==> src/rtl/core/lpcp_pkg.sv <==
// Shared types and constants for the lidar point to camera projector.
`default_nettype none
package lpcp_pkg;

	localparam int CW      = 32;
	localparam int COORD_W = 20;
	localparam int IDX_W   = 17;
	localparam int PIX_W   = 12;
	localparam int CODE_W  = 8;
	localparam int DIM_W   = 13;
	localparam int NUM_REG = 8;

	// Quotient bits of the pixel divider and working widths of the numerator.
	localparam int QBITS = PIX_W;
	localparam int NUM_W = 56;
	localparam int REM_W = NUM_W + QBITS - 1;

	localparam logic signed [COORD_W-1:0] X_LOW_RAW  = 20'sd1280;
	localparam logic signed [COORD_W-1:0] X_HIGH_RAW = 20'sd20480;
	localparam logic [DIM_W-1:0]          BOUND_MAX  = 13'd4096;

	typedef struct packed {
		logic [5:0][63:0]  coef;
		logic [DIM_W-1:0]  width_bound;
		logic [DIM_W-1:0]  height_bound;
	} cfg_t;

	typedef struct packed {
		logic signed [NUM_W-1:0] num;
		logic [NUM_W-1:0]        den;
	} frac_t;

endpackage
`default_nettype wire

==> src/rtl/core/lpcp_code.sv <==
// Clamped 8-bit color codes of x, y and z.
`default_nettype none
module lpcp_code (
	input  logic signed [lpcp_pkg::COORD_W-1:0] px,
	input  logic signed [lpcp_pkg::COORD_W-1:0] py,
	input  logic signed [lpcp_pkg::COORD_W-1:0] pz,
	output logic [lpcp_pkg::CODE_W-1:0]         x_code,
	output logic [lpcp_pkg::CODE_W-1:0]         y_code,
	output logic [lpcp_pkg::CODE_W-1:0]         z_code
);

	localparam int TW = lpcp_pkg::COORD_W + 1;
	localparam int SN = TW + 8;
	localparam logic [16:0] RECIP5 = 17'd52429;
	localparam logic [18:0] SAT5   = 19'd1280;
	localparam logic [18:0] SAT1   = 19'd256;

	// floor(m / 5) by reciprocal, exact below 1280; saturate above
	function automatic logic [7:0] div5_clamp(input logic [18:0] m);
		logic [27:0] p;
		begin
			p = 28'(m[10:0]) * 28'(RECIP5);
			div5_clamp = (m >= SAT5) ? 8'hFF : p[25:18];
		end
	endfunction

	logic signed [TW-1:0] xt, yt, zt;
	logic signed [SN-1:0] xn, yn, zn;

	always_comb begin
		xt = TW'(px) - 21'sd1536;
		yt = TW'(py) + 21'sd2560;
		zt = TW'(pz) + 21'sd512;
		xn = (SN'(xt) <<< 8) - SN'(xt);
		yn = (SN'(yt) <<< 8) - SN'(yt);
		zn = (SN'(zt) <<< 8) - SN'(zt);

		if (xn <= 0) x_code = '0;
		else         x_code = div5_clamp({1'b0, xn[SN-1:11]});

		if (yn <= 0) y_code = '0;
		else         y_code = div5_clamp(yn[SN-1:10]);

		if (zn <= 0)                  z_code = '0;
		else if (zn[SN-1:10] >= SAT1) z_code = 8'hFF;
		else                          z_code = zn[17:10];
	end

endmodule
`default_nettype wire

==> config.mk <==
export PLATFORM = sky130hd
export DESIGN_NAME = lpcp_code
export DESIGN_NICKNAME = d
export VERILOG_FILES = /design/src/rtl/core/lpcp_pkg.sv /design/src/rtl/core/lpcp_code.sv
export SDC_FILE = /design/constraint.sdc
export NUM_CORES = 1
export LEC_CHECK = 0
export BUFFER_PORTS_ARGS = -buffer_cell sky130_fd_sc_hd__buf_4
export CAP_MARGIN = 25
export CORE_MARGIN = 3
export CORE_UTILIZATION = 30
export DETAILED_ROUTE_END_ITERATION = 8
export SETUP_SLACK_MARGIN = 0.15
export SYNTH_ARGS = -nofsm -noshare
export SYNTH_HDL_FRONTEND = slang
export SYNTH_SLANG_ARGS = --single-unit
==> constraint.sdc <==
create_clock -name vclk -period 17
set_clock_uncertainty 0.1 [all_clocks]
set_input_delay 3.4 -clock vclk [all_inputs]
set_output_delay 3.4 -clock vclk [all_outputs]
set_load 0.05 [all_outputs]
==> impl_metrics.toml, run 1 <==
[placed_design]
gp_congestion = 0.889
placed_cells = 1523
portBuffers = 84
hpwl_um = 18100

[grt]
met3_usage = 0.00411
grt_pass1_wl_um = 34000
grt_usage = 0.126
grt_start_max_net_pins = 11
use_met1 = 0.176
overflow = 0
use_met2 = 0.230
grt_pass1_vias = 7335
antenna_found_initial = 0
grt_busiest_layer = "met2"

[cells_and_area]
final_common_cell = "inv_1"
n_clock_buffer = 0
nNetsFinal = 1494
nFillCells = 3042
regArea_sq_um = 0
instances_no_fill = 1523
flops_and_latches = 0
syn2layout_area_growth_pct = 12.6
layout-drive-gt1-share = 0.0908
n_antenna_cell = 0
final_util = 0.347
multi_input_area_sq_um = 7820
mostFrequentLayoutCells = "inv_1 (219), ha_1 (211), buf_4 (85)"

[min_path]
min_from = "pz[2]"
min_to = "z_code[0]"
hold_depth = 5
min_path_type = "in2out"

[detailed_routing]
wirelength_um = 19700
wl_per_cell_um = 12.9
drt_iter0_drc = 299
final_antenna_net_count = 0
drc = 0
firstDrtPassIters = 4
vias = 7369
vias_per_cell = 4.84

[job]
drv_cap = 0

[timing]
min_period_ps = 15020
maxSlewViolCount = 0
finalSetupTns_ps = 0
timing.slew.headroom = 0.389
tightest_slew_ps = 907
rsz0062_at_grt = "no"
finalCritPeriodShare = 0.884
hold_ws_ps = 7400
fmax_mhz = 66.6
hold_viol_final = 0
setup_viol = 0

[floorplanning]
die_x_um = 176
core_area_sq_um = 28100
num_io_pins = 84
rows = 61
dieHeight_um = 176
die_area_sq_um = 30900
start_util = 0.308

[yosys]
mappedNetlistArea_sq_um = 8660
synthesis.nets = 1411
synthCells = 1064
synth.avg_cell_area_sq_um = 8.14
yosysSeqAreaShare = 0
yosysTopAreaCell = "ha_1"
yosysTopAreaCellShare = 0.305
synth.distinct_cells = 73
synth_warnings = 0
ys_top_cells_by_area = "ha_1 (31%), fa_1 (18%), inv_1 (9.5%), xnor2_1 (5.0%), a21oi_1 (4.2%)"

[worst_setup_path]
cpMaxStageDelayCell = "fa_1"
start_kind = "input pin"
crit_fanout = 5
critPathKind = "in2out"
cp_data_arrival_time_ps = 11520
cp-startpoint = "px[14]"
max_stage_delay_ps = 610
cp.required_ps = 13500
critPathCaptureType = "primary output"

[clock_tree]
cts_setup_buffers = 0
cts-hold-fix-buffers = 0
cts_resized = 0

[run_status]
run_status = "complete, no violations"
==> how the worst max path moves through the flow <==
stage	endpoint	slack (ps)	depth (start not counted)
floorplan	x_code[7]	2490	31
global placement	x_code[5]	2260	33
detailed placement	x_code[5]	1980	33
CTS	x_code[5]	1960	33
global route	x_code[5]	1210	33
finish	x_code[5]	1980	33
==> Yosys cell counts (all sizes together), types with 15 or more instances <==
cell and count:
a31oi 15, nand3 28, a21o 43, o21ai 32, xnor2 49, fa 76, nor2 48, nor3 17
ha 211, xor2 35, inv 219, nand2 43, a21oi 74, o21a 22
==> worst max-delay path: cells and delay by family <==
kind	cells	cell delay, ps
fa+ha+maj	8	3400
simple gates	5	1070
xor+xnor	2	630
compound gates	12	2380
buf+inv	6	670
==> metal layers <==
| layer | vias to the layer above | wire, um |
|---|---|---|
| met5 | - | 0 |
| met4 | 0 | 40 |
| met3 | 4 | 517 |
| met2 | 93 | 9660 |
| met1 | 3426 | 9480 |
| li1 | 3846 | - |
==> cell type report <==
cell class / count / area share
Inverter: 219 / 0.0843
Multi-Input combinational cell: 841 / 0.802
Timing Repair Buffer: 85 / 0.0654
Tap cell: 378 / 0.0485
==> metrics by stage <==
step           instance area, sq um  worst slack, ps
2_1_floorplan                  8660             2490
3_3_place_gp                   9750             2260
3_5_place_dp                   9750             1980
4_1_cts                        9750             1960
5_1_grt                        9750             1210
6_report                       9750             1980
==> logic make-up (layout without fill, tap and decap cells) <==
| group | after synthesis | in the layout | share of synthesized area |
|---|---|---|---|
| fa+ha+maj | 288 | 288 | 0.482 |
| compound gates | 251 | 251 | 0.199 |
| mux | 3 | 3 | 0.00347 |
| simple gates | 214 | 214 | 0.131 |
| xor+xnor | 85 | 85 | 0.0876 |
| buf+inv | 223 | 304 | 0.0968 |
Power of run 1 is left out: the tool's default activity adds up to more than one toggle a clock period on the data nets, which glitch-free logic cannot reach.
==> run 2: changes to the inputs <==
--- a/config.mk
+++ b/config.mk
@@ -10,6 +10,7 @@
 export CORE_MARGIN = 3
 export CORE_UTILIZATION = 30
 export DETAILED_ROUTE_END_ITERATION = 8
+export PLACE_DENSITY = 0.46
 export SETUP_SLACK_MARGIN = 0.15
 export SYNTH_ARGS = -nofsm -noshare
 export SYNTH_HDL_FRONTEND = slang
==> impl_metrics.toml, run 2 (synthesis results as in run 1) <==
[run_status]
run_status = "complete, no violations"

[timing]
tightest_slew_ps = 1050
maxSlewViolCount = 0
min_period_ps = 15070
finalSetupTns_ps = 0
fmax_mhz = 66.4
timing.slew.headroom = 0.284
setup_viol = 0
hold_viol_final = 0
finalCritPeriodShare = 0.887
rsz0062_at_grt = "no"

[detailed_routing]
wirelength_um = 21600
drt_iter0_drc = 276
drc = 0
wl_per_cell_um = 14.1
final_antenna_net_count = 0
vias_per_cell = 4.87
firstDrtPassIters = 5
vias = 7438

[floorplanning]
dieHeight_um = 176
core_area_sq_um = 28100
die_x_um = 176
rows = 61
die_area_sq_um = 30900
start_util = 0.308
num_io_pins = 84

[cells_and_area]
final_util = 0.348
instances_no_fill = 1526
n_antenna_cell = 0
nNetsFinal = 1497
n_clock_buffer = 0
mostFrequentLayoutCells = "inv_1 (219), ha_1 (211), buf_4 (87)"
nFillCells = 3104
layout-drive-gt1-share = 0.0932
flops_and_latches = 0
syn2layout_area_growth_pct = 12.9
final_common_cell = "inv_1"
regArea_sq_um = 0

[grt]
grt_pass1_wl_um = 35700
grt_pass1_vias = 7174
grt_start_max_net_pins = 11
antenna_found_initial = 0
overflow = 0
grt_usage = 0.136

[placed_design]
portBuffers = 84
hpwl_um = 19600
placed_cells = 1526
gp_congestion = 0.818

[clock_tree]
cts_resized = 0
cts-hold-fix-buffers = 0
cts_setup_buffers = 0

[worst_setup_path]
cp.required_ps = 13500
cp_num_buf_inv = 6
critPathCaptureType = "primary output"
critPathKind = "in2out"
crit_fanout = 5
cp_data_arrival_time_ps = 11570
start_kind = "input pin"
crit_family = "adder cells"
cpMaxStageDelayCell = "fa_1"
max_stage_delay_ps = 610

[min_path]
min_path_type = "in2out"

[job]
drv_cap = 0
## run 2: cell types whose count changed in the layout (fill, tap and decap cells not counted), sizes merged
| cell | previous run | this run |
|---|---|---|
| buf | 85 | 88 |
## run 2: final timing paths
check	start	end	slack, ps	depth (start not counted)
worst max-delay path	px[14]	x_code[7]	1930	33
worst min-delay path	pz[5]	z_code[3]	7370	5
## run 2: layout make-up
| cell class | count | area, sq um | share of cell area |
|---|---|---|---|
| timing repair buffer | 88 | 658 | 0.0674 |
| inverter | 219 | 822 | 0.0841 |
| multi-input combinational | 841 | 7820 | 0.800 |
| tap | 378 | 473 | 0.0484 |
## run 2: stage by stage
stage | setup WS, ps | area (sq um) | hold slack (ps)
floorplan | 2490 | 8660 | 7290
global placement | 2000 | 9770 | 7370
detailed placement | 1910 | 9770 | 7370
CTS | 1890 | 9770 | 7370
global route | 1280 | 9770 | 7430
finish | 1930 | 9770 | 7370
## run 2: tightest hold or removal path, cell delays in order
cell,delay (ps)
buf_4,90
ha_1,200
xnor2_1,130
a21oi_1,60
buf_4,180
## run 2: routing by layer
| layer | vias up | part of all wire | routed length (um) | GRT usage |
|---|---|---|---|---|
| met2 | 91 | 0.47 | 10000 | 0.235 |
| met3 | 0 | 0.027 | 580 | 0.00497 |
| met1 | 3490 | 0.51 | 11000 | 0.201 |
| met4 | 0 | 0 | 0 | 0 |
| li1 | 3857 | - | - | - |
| met5 | - | 0 | 0 | 0 |
Power of run 2 is left out for the same reason.
==> run 3: changes to the inputs <==
--- a/config.mk
+++ b/config.mk
@@ -8,10 +8,9 @@
 export BUFFER_PORTS_ARGS = -buffer_cell sky130_fd_sc_hd__buf_4
 export CAP_MARGIN = 25
 export CORE_MARGIN = 3
-export CORE_UTILIZATION = 30
+export CORE_UTILIZATION = 64
 export DETAILED_ROUTE_END_ITERATION = 8
-export PLACE_DENSITY = 0.46
-export SETUP_SLACK_MARGIN = 0.15
+export PLACE_DENSITY = 0.85
 export SYNTH_ARGS = -nofsm -noshare
 export SYNTH_HDL_FRONTEND = slang
 export SYNTH_SLANG_ARGS = --single-unit
==> impl_metrics.toml, run 3 (synthesis results as in run 1) <==
[floorplanning]
core_area_sq_um = 12900
die_area_sq_um = 15000
num_io_pins = 84
rows = 41
die_x_um = 122
dieHeight_um = 122
start_util = 0.670

[placed_design]
hpwl_um = 17500
gp_congestion = 0.896
portBuffers = 84

[timing]
rsz0062_at_grt = "no"
setup_viol = 0
min_period_ps = 15150
timing.slew.headroom = 0.351
maxSlewViolCount = 0
hold_viol_final = 0
finalCritPeriodShare = 0.891
finalSetupTns_ps = 0
tightest_slew_ps = 948
fmax_mhz = 66.0

[detailed_routing]
firstDrtPassIters = 5
drt_iter0_drc = 429
drc = 0
final_antenna_net_count = 0
vias = 7616
vias_per_cell = 5.78
wirelength_um = 19600
wl_per_cell_um = 14.8

[clock_tree]
cts-hold-fix-buffers = 0
cts_setup_buffers = 0
cts_resized = 0

[cells_and_area]
final_util = 0.734
nFillCells = 1080
regArea_sq_um = 0
n_antenna_cell = 0
multi_input_area_sq_um = 7820
final_common_cell = "inv_1"
layout-drive-gt1-share = 0.0908
flops_and_latches = 0
n_clock_buffer = 0
mostFrequentLayoutCells = "inv_1 (219), ha_1 (211), buf_4 (85)"
nNetsFinal = 1494
syn2layout_area_growth_pct = 9.67

[worst_setup_path]
critPathCaptureType = "primary output"
cp_data_arrival_time_ps = 11650
cp.required_ps = 13500
max_stage_delay_ps = 620
critPathKind = "in2out"
cpMaxStageDelayCell = "fa_1"
start_kind = "input pin"
cp-startpoint = "px[14]"
crit_fanout = 5

[run_status]
run_status = "complete, no violations"

[grt]
grt_pass1_vias = 7570
grt_pass1_wl_um = 33200
overflow = 0
antenna_found_initial = 0
grt_usage = 0.262
grt_start_max_net_pins = 11

[min_path]
min_path_type = "in2out"
min_from = "pz[2]"

[job]
drv_cap = 0
## run 3: cell count changes in the layout (fill, tap and decap cells not counted), sizes merged
cell,previous run,this run
buf,88,85
## run 3: through the flow
| step | area, sq um | hold WS [ps] | setup WS, ps | cells |
|---|---|---|---|---|
| after floorplan | 8660 | 7290 | 2490 | 1064 |
| after global placement | 9490 | 7390 | 2230 | 1317 |
| after detailed placement | 9490 | 7390 | 1970 | 1317 |
| after CTS | 9490 | 7390 | 1930 | 1317 |
| after global routing | 9490 | 7430 | 1240 | 1317 |
| final | 9490 | 7400 | 1850 | 1317 |
## run 3: layout make-up
type	instances	area share
multi-input combinational	841	0.824
timing repair buffer	85	0.0672
inverter	219	0.0866
tap	172	0.0227
## run 3: final timing paths
check	endpoint	cells after the start	slack (ps)
max	x_code[5]	33	1850
min	z_code[0]	5	7400
## run 3: worst max-delay path, delay by kind of cell
kind	cells	cell delay (ps)
buffers and inverters	6	690
adders and majority gates	8	3430
AOI/OAI and AO/OA	12	2470
and+or+nand+nor	5	990
xor gates and xnor gates	2	660
## run 3: layer usage
layer  share of wire  global-route usage  vias up
li1                -                   -     3847
met1            0.45               0.350     3600
met3           0.041              0.0101        8
met2            0.50               0.491      161
met5               0                   0        -
met4          0.0056              0.0217        0
Power of run 3 is left out for the same reason.
