$ cat src/rtl/core/lpcp_pkg.sv
// Shared types and constants for the lidar point to camera projector.
`default_nettype none
package lpcp_pkg;

	localparam int CW      = 32;
	localparam int COORD_W = 20;
	localparam int IDX_W   = 17;
	localparam int PIX_W   = 12;
	localparam int CODE_W  = 8;
	localparam int DIM_W   = 13;
	localparam int NUM_REG = 8;

	// Quotient bits of the pixel divider and working widths of the numerator.
	localparam int QBITS = PIX_W;
	localparam int NUM_W = 56;
	localparam int REM_W = NUM_W + QBITS - 1;

	localparam logic signed [COORD_W-1:0] X_LOW_RAW  = 20'sd1280;
	localparam logic signed [COORD_W-1:0] X_HIGH_RAW = 20'sd20480;
	localparam logic [DIM_W-1:0]          BOUND_MAX  = 13'd4096;

	typedef struct packed {
		logic [5:0][63:0]  coef;
		logic [DIM_W-1:0]  width_bound;
		logic [DIM_W-1:0]  height_bound;
	} cfg_t;

	typedef struct packed {
		logic signed [NUM_W-1:0] num;
		logic [NUM_W-1:0]        den;
	} frac_t;

endpackage
`default_nettype wire

$ cat src/rtl/core/lpcp_regs.sv
// APB configuration registers: projection coefficients and image bounds.
`default_nettype none
module lpcp_regs (
	input  logic               clk,
	input  logic               arst_n,
	input  logic               psel,
	input  logic               penable,
	input  logic               pwrite,
	input  logic [5:0]         paddr,
	input  logic [63:0]        pwdata,
	output logic [63:0]        prdata,
	output logic               pready,
	output lpcp_pkg::cfg_t     cfg
);

	typedef enum logic [2:0] {
		REG_U_XY, REG_U_ZT, REG_V_XY, REG_V_ZT,
		REG_W_XY, REG_W_ZT, REG_WIDTH, REG_HEIGHT
	} reg_idx_t;

	localparam logic [lpcp_pkg::DIM_W-1:0] WIDTH_RST  = 13'd1242;
	localparam logic [lpcp_pkg::DIM_W-1:0] HEIGHT_RST = 13'd375;

	logic [5:0][63:0]              coef_q;
	logic [lpcp_pkg::DIM_W-1:0]    width_q;
	logic [lpcp_pkg::DIM_W-1:0]    height_q;
	logic                          wr_en;
	reg_idx_t                      idx;

	assign pready = 1'b1;
	assign wr_en  = psel && penable && pwrite;
	assign idx    = reg_idx_t'(paddr[5:3]);

	always_ff @(posedge clk or negedge arst_n) begin
		if (!arst_n) begin
			coef_q   <= '0;
			width_q  <= WIDTH_RST;
			height_q <= HEIGHT_RST;
		end else if (wr_en) begin
			unique case (idx)
				REG_U_XY, REG_U_ZT, REG_V_XY,
				REG_V_ZT, REG_W_XY, REG_W_ZT: coef_q[idx] <= pwdata;
				REG_WIDTH:  width_q  <= pwdata[lpcp_pkg::DIM_W-1:0];
				REG_HEIGHT: height_q <= pwdata[lpcp_pkg::DIM_W-1:0];
				default: ;
			endcase
		end
	end

	always_comb begin
		unique case (idx)
			REG_WIDTH:  prdata = {{(64-lpcp_pkg::DIM_W){1'b0}}, width_q};
			REG_HEIGHT: prdata = {{(64-lpcp_pkg::DIM_W){1'b0}}, height_q};
			default:    prdata = coef_q[idx];
		endcase
	end

	always_comb begin
		cfg.coef         = coef_q;
		cfg.width_bound  = (width_q > lpcp_pkg::BOUND_MAX) ? lpcp_pkg::BOUND_MAX : width_q;
		cfg.height_bound = (height_q > lpcp_pkg::BOUND_MAX) ? lpcp_pkg::BOUND_MAX : height_q;
	end

endmodule
`default_nettype wire

$ cat config.mk
export PLATFORM = sky130hd
export DESIGN_NAME = lpcp_regs
export DESIGN_NICKNAME = d
export VERILOG_FILES = /design/src/rtl/core/lpcp_pkg.sv /design/src/rtl/core/lpcp_regs.sv
export SDC_FILE = /design/constraint.sdc
export NUM_CORES = 1
export LEC_CHECK = 0
export ABC_AREA = 1
export ABC_CLOCK_PERIOD_IN_PS = 1500
export BUFFER_PORTS_ARGS = -buffer_cell sky130_fd_sc_hd__buf_2
export CORE_AREA = 2 2 212 214
export DETAILED_ROUTE_END_ITERATION = 10
export DIE_AREA = 0 0 214 216
export PLACE_DENSITY = 0.69
export SYNTH_ARGS = -nofsm -noshare
export SYNTH_HDL_FRONTEND = slang
export SYNTH_SLANG_ARGS = --single-unit
$ cat constraint.sdc
create_clock -name clk -period 1.5 [get_ports clk]
set_clock_uncertainty 0.1 [all_clocks]
set_input_delay 0.225 -clock clk [delete_from_list [all_inputs] [get_ports clk]]
set_output_delay 0.225 -clock clk [all_outputs]
set_load 0.01 [all_outputs]
==> flow_summary.ini, run 1 <==
[run_status]
status = finished, violations left
violations = DRC, setup timing

[flow_run]
cap_violations = 0

[layout]
drive_gt1_frac = 0.350
instances_no_fill = 3985
final_common_cell = nand2_1
nets = 3432
fin_area_um2 = 30600
area_growth_pct = 59.0
final_cell_mix = nand2_1 (771), buf_6 (411), dfrtp_1 (388)

[die]
num_io_pins = 550
die-width_um = 214
core_um2 = 43800
die_area_um2 = 46200
rows = 77
die_y_um = 216
initial_utilization = 0.440

[hold_path]
holdPathEnd = width_q[1]$_DFFE_PN1P_
hold_path_startpoint = penable
holdPathStages = 7
hold_path_class = primary input to register

[pwr]
p_seq_frac = 0.359
p_clk_frac = 0.277
combPwrFrac = 0.364
finalPower_mw = 43.8
power_leakage_nw = 15.6
switchingPower_mw = 15.0
p_per_area_nw_per_um2 = 1430
intPower_mw = 28.8
sw_frac_of_total = 0.343
irDropWorstVdd_v = 0.00109

[route]
drt_iter0_drc = 2585
viasPerCell = 5.61
wl_per_cell_um = 22.3
postRouteAntennaNets = 0
wirelength_um = 89000
drc = 1
dr.pass1.iters = 11
vias = 22400

[worst_setup_path]
crit_chain = nor2_2 > nand2_1 > nor2_1 > nand2_2 > buf_12 > a21oi_4 > buf_6
cp_top_family = simple AND/OR/NAND/NOR gates
r2r_slack_ns = 0.34
r2r-end = width_q[7]$_DFFE_PN1P_
critPathLaunchType = register
slowest_stage = dfrtp_1
cp.buffers_inverters = 2
arrival_ns = 1.83
r2r_cells = 4
startpoint = width_q[9]$_DFFE_PN0P_
r2r-start = width_q[7]$_DFFE_PN1P_
cp_max_fo = 8
critPathRequiredTime_ns = 1.17
cp-end-kind = output port
max_stage_delay_ns = 0.39
path_class = register to output port

[yosys]
yosys.area.top_type = dfrtp_1
yosysSeqAreaShare = 0.533
yosysWarningCount = 0
syn_area_um2 = 19300
yosysUniqueCellTypes = 26
synth_area_leaders = dfrtp_1 (52%), nand2_1 (16%), inv_1 (6.7%)
synth_seq_cells = 410
async_flop_share = 1.00
synth_flop_cell = dfrtp_1
synth.net_count = 2539
synth.top_cell.area_share = 0.516
avgSynthCellArea_um2 = 7.82
syn-instance-count = 2464
synth_edf_count = 0

[global_route]
antenna_found_initial = 3
grt.overflow.total = 0
grt_first_pass_wirelength_um = 124000
grt_pass1_vias = 21400
grt_max_degree = 67
track_usage = 0.347

[clocking]
cts_tree = done
cts_root_buf = clkbuf_16
cts_made_buffers = 46
insertion_delay_ns = 0.58
clockBufferDepth = 3
cts.clk_slew.worst_paths_ns = 0.06
htreeDepth = 2
clock_sinks = 410

[timing]
min_period_ns = 2.16
worstMarginPinSlew_ns = 0.565
layout_setup_ws_ns = -0.655
finalHoldViolCount = 0
rsz0062_at_grt = yes
drv_slew = 0
slew_headroom = 0.622
finalCritPeriodShare = 1.44
finalSetupViolCount = 296
fmax_mhz = 464

[placement]
placed_area_um2 = 24100
dp_cells = 3600
gp_congestion = 0.961
hpwlAfterDp_um = 54800
numPortBuffers = 545
-- cells by family (layout without fill, tap and decap cells) --
kind of cell | count (synthesis) | count (layout) | share of synthesized area
simple gates | 1040 | 1040 | 0.223
compound gates | 498 | 498 | 0.133
buf+inv | 515 | 1442 | 0.111
other cells | 1 | 3 | 0.000195
flops | 410 | 410 | 0.533
-- layout make-up --
class | count | area (um2)
Fill cell | 3140 | 13200
Sequential cell | 410 | 10300
Timing Repair Buffer | 1011 | 9320
Multi-Input combinational cell | 1539 | 7370
Clock buffer | 69 | 1370
Inverter | 349 | 1320
Tap cell | 592 | 741
Clock inverter | 13 | 219
Antenna cell | 2 | 5.00
-- cells in the mapped netlist, types with 2 or more instances --
cell and n:
a21oi_1 24, buf_1 22, buf_2 49, buf_4 36, clkbuf_1 58, dfrtp_1 397
dfstp_2 13, inv_1 346, inv_4 2, nand2_1 796, nand3_1 128, nand3_2 2
nand4_1 64, nor2_1 39, nor2_2 3, nor3_2 4, o21ai_0 243, o21ai_1 180
o22ai_1 51
-- registers in the layout, indices dropped and copies added (netlist names) --
signal and flops:
width_q 13, cfg 384, height_q 13
-- worst min-delay path: cells and delay by family --
kind                   cells  cell delay, ns
buffers and inverters      3            0.39
and+or+nand+nor            3            0.19
AOI/OAI and AO/OA          1            0.07
-- power by group through the flow --
| stage | Sequential (mW) | Combinational, mW | Clock [mW] |
|---|---|---|---|
| floorplan | 16.4 | 3.63 | 0 |
| global placement | 15.7 | 9.86 | 0 |
| detailed placement | 15.8 | 10.1 | 0 |
| CTS | 15.4 | 13.1 | 12.1 |
| global route | 15.9 | 16.9 | 12.6 |
| finish | 15.7 | 16.0 | 12.1 |
-- per-stage QoR --
step | worst slack [ns] | hold WS (ns) | setup TNS [ns] | util
after floorplan | -0.0183 | -0.171 | -0.727 | -
after global placement | -0.292 | -0.0349 | -56.08 | 0.549
after detailed placement | -0.335 | -0.0355 | -68.51 | 0.549
after CTS | -0.645 | 0.158 | -49.46 | 0.651
after global routing | -0.748 | 0.208 | -57.66 | 0.699
final | -0.655 | 0.208 | -48.46 | 0.699
-- worst max path at each step --
| stage | endpoint | slack [ns] | depth (start not counted) |
|---|---|---|---|
| 4_1_cts | cfg[9] | -0.64 | 7 |
| 2_1_floorplan | prdata[22] | -0.02 | 7 |
| 5_1_grt | cfg[23] | -0.75 | 7 |
| 3_3_place_gp | prdata[7] | -0.29 | 11 |
| 3_5_place_dp | prdata[0] | -0.34 | 10 |
| 6_report | cfg[23] | -0.66 | 7 |
-- layer usage --
metal  wire length, um  track usage
met5                 0            0
met3              9500       0.0772
met4              5690        0.177
met2             42000        0.578
met1             31800        0.423
-- repair_timing --
item | 4_1_cts | 5_1_grt
resized for setup | 231 | 456
setup buffers | 189 | 130
setup endpoints to repair | 167 | 302
cloned | 0 | 1
pin swaps | 140 | 92
hold endpoints to repair | 785 | 0
hold buffers | 66 | 0
No activity file was read; power rests on OpenSTA's default activity.
==> inputs of run 2 (changes only) <==
PLACE_DENSITY = not set   (was 0.69)
PLACE_DENSITY_LB_ADDON = 0.12   (was not set)
==> run 2 against run 1 <==
The run ends with setup timing left. Wire length is 6.9% lower. Utilization is 1.2 points higher. Sequential cell count stayed put. Hold slack worse by 0.069 ns. Critical path depth stayed put. Fmax hardly changed. Combinational power hardly changed. Final cell count is 0.68% higher. Count of clock-buffer cells in the layout is 12 higher. Sequential share of layout area is 0.59 points lower. Clock power hardly changed.
==> flow_summary.ini, run 2 (synthesized netlist as in run 1, its figures left out) <==
[die]
die_y_um = 216
initial_utilization = 0.440
core_um2 = 43800
rows = 77
num_io_pins = 550
die_area_um2 = 46200
die-width_um = 214

[placement]
gp_congestion = 0.926
hpwlAfterDp_um = 54900
dp_cells = 3602
placed_area_um2 = 24100
numPortBuffers = 545

[timing]
min_period_ns = 2.16
rsz0062_at_grt = yes
finalCritPeriodShare = 1.44
layout_setup_ws_ns = -0.655
worstMarginPinSlew_ns = 0.677
finalSetupViolCount = 293
finalHoldViolCount = 0
slew_headroom = 0.547
fmax_mhz = 464
drv_slew = 0

[worst_setup_path]
cp-end-kind = output port
path_class = register to output port
arrival_ns = 1.83
cp_max_fo = 6
critPathRequiredTime_ns = 1.17
critPathLaunchType = register
r2r_slack_ns = 0.04

[global_route]
grt_first_pass_wirelength_um = 122000
grt.overflow.total = 0
grt_max_degree = 65
busiest_layer = met2
met3_usage = 0.0781
antenna_found_initial = 1
track_usage = 0.338
gr-usage-met2 = 0.554
grt_util_met1 = 0.431
grt_pass1_vias = 20900

[layout]
fin_area_um2 = 31200
nets = 3455
final_common_cell = nand2_1
area_growth_pct = 61.7
largest_reg_flops = 384
fillCellCount = 3332
drive_gt1_frac = 0.350
final_cell_mix = nand2_1 (773), buf_6 (435), dfrtp_1 (395)
instances_no_fill = 4012

[route]
drc = 0
dr.pass1.iters = 8
drt_iter0_drc = 2191
vias = 21600
wirelength_um = 82900
wl_per_cell_um = 20.7
viasPerCell = 5.39
postRouteAntennaNets = 0

[clocking]
cts_tree = done
insertion_delay_ns = 0.58
htreeDepth = 2
cts_made_buffers = 46
clockBufferDepth = 3
clock_sinks = 410
cts.clk_slew.worst_paths_ns = 0.06
cts_root_buf = clkbuf_16

[pwr]
p_per_area_nw_per_um2 = 1400
finalPower_mw = 43.7
p_clk_frac = 0.275
sw_frac_of_total = 0.334
intPower_mw = 29.1
power_leakage_nw = 15.8
combPwrFrac = 0.369
switchingPower_mw = 14.6
irDropWorstVdd_v = 0.00107
p_seq_frac = 0.356

[flow_run]
cap_violations = 0

[run_status]
status = finished, violations left
violations = setup timing

[hold_path]
hold_path_class = primary input to async pin
==> run 2: cell types whose count changed in the layout (fill, tap and decap cells not counted), sizes merged <==
cell / change
clkbuf: +14
clkinv: -4
buf: +19
nand2: +1
inv: -1
bufinv: -3
dlygate4sd3: +1
==> run 2: metal layers <==
layer  up-vias  part of all wire  routed length, um
li1       9663                 -                  -
met1     10500              0.38              31700
met2      1223              0.48              39800
met3       235             0.093               7710
met4         0             0.046               3770
met5         -                 0                  0
==> run 2: critical path: stages (launching register included) <==
cell and delay [ns]:
dfrtp_1 0.38, nor2_2 0.12, nand2_2 0.09, nor2_4 0.14, nand2_4 0.08, buf_12 0.15, a21oi_2 0.12, buf_2 0.15
==> run 2: area by class of cell <==
type | instances | area (um2) | area share
antenna | 2 | 5.00 | 0.000161
multi-input combinational | 1540 | 7460 | 0.239
tap | 592 | 741 | 0.0238
inverter | 349 | 1320 | 0.0423
timing repair buffer | 1033 | 9750 | 0.313
clock buffer | 81 | 1510 | 0.0483
clock inverter | 5 | 100 | 0.00321
sequential | 410 | 10300 | 0.330
==> run 2: repair_timing <==
action                                  4_1_cts  5_1_grt
pin swaps                                   151      135
hold endpoints to repair                    808       13
hold buffers                                 66        2
buffers inserted                            193      142
gates resized for setup                     250      485
gates cloned                                  1        2
endpoints found under the setup margin      151      344
==> run 2: stage by stage <==
step	TNS [ns]	worst slack [ns]	util	hold WS, ns
4_1_cts	-50.29	-0.691	0.654	0.108
5_1_grt	-58.14	-0.739	0.711	0.127
2_1_floorplan	-0.727	-0.0183	-	-0.171
3_3_place_gp	-70.88	-0.307	0.550	-0.0200
6_report	-43.79	-0.655	0.711	0.139
3_5_place_dp	-84.40	-0.309	0.550	-0.0188
==> run 2: path summary, 6_finish.rpt <==
kind                                               from              endpoint  cells after the start
worst min-delay path                             arst_n  cfg[225]$_DFFE_PN0P_                      3
worst max-delay path            height_q[9]$_DFFE_PN0P_                cfg[2]                      7
min in group clk                               paddr[5]  cfg[145]$_DFFE_PN0P_                      6
worst max register to register     cfg[400]$_DFFE_PN0P_  cfg[400]$_DFFE_PN0P_                      9
worst min register to register     cfg[160]$_DFFE_PN0P_  cfg[160]$_DFFE_PN0P_                      2
max in group asynchronous                        arst_n  cfg[100]$_DFFE_PN0P_                      3
==> run 2: power by group through the flow <==
| stage | combinational [mW] | sequential, mW | clock [mW] |
|---|---|---|---|
| 4_1_cts | 13.2 | 15.3 | 12.1 |
| 6_report | 16.1 | 15.6 | 12.0 |
| 2_1_floorplan | 3.63 | 16.4 | 0 |
| 3_3_place_gp | 10.0 | 15.6 | 0 |
| 5_1_grt | 17.2 | 15.8 | 12.6 |
| 3_5_place_dp | 10.2 | 15.7 | 0 |
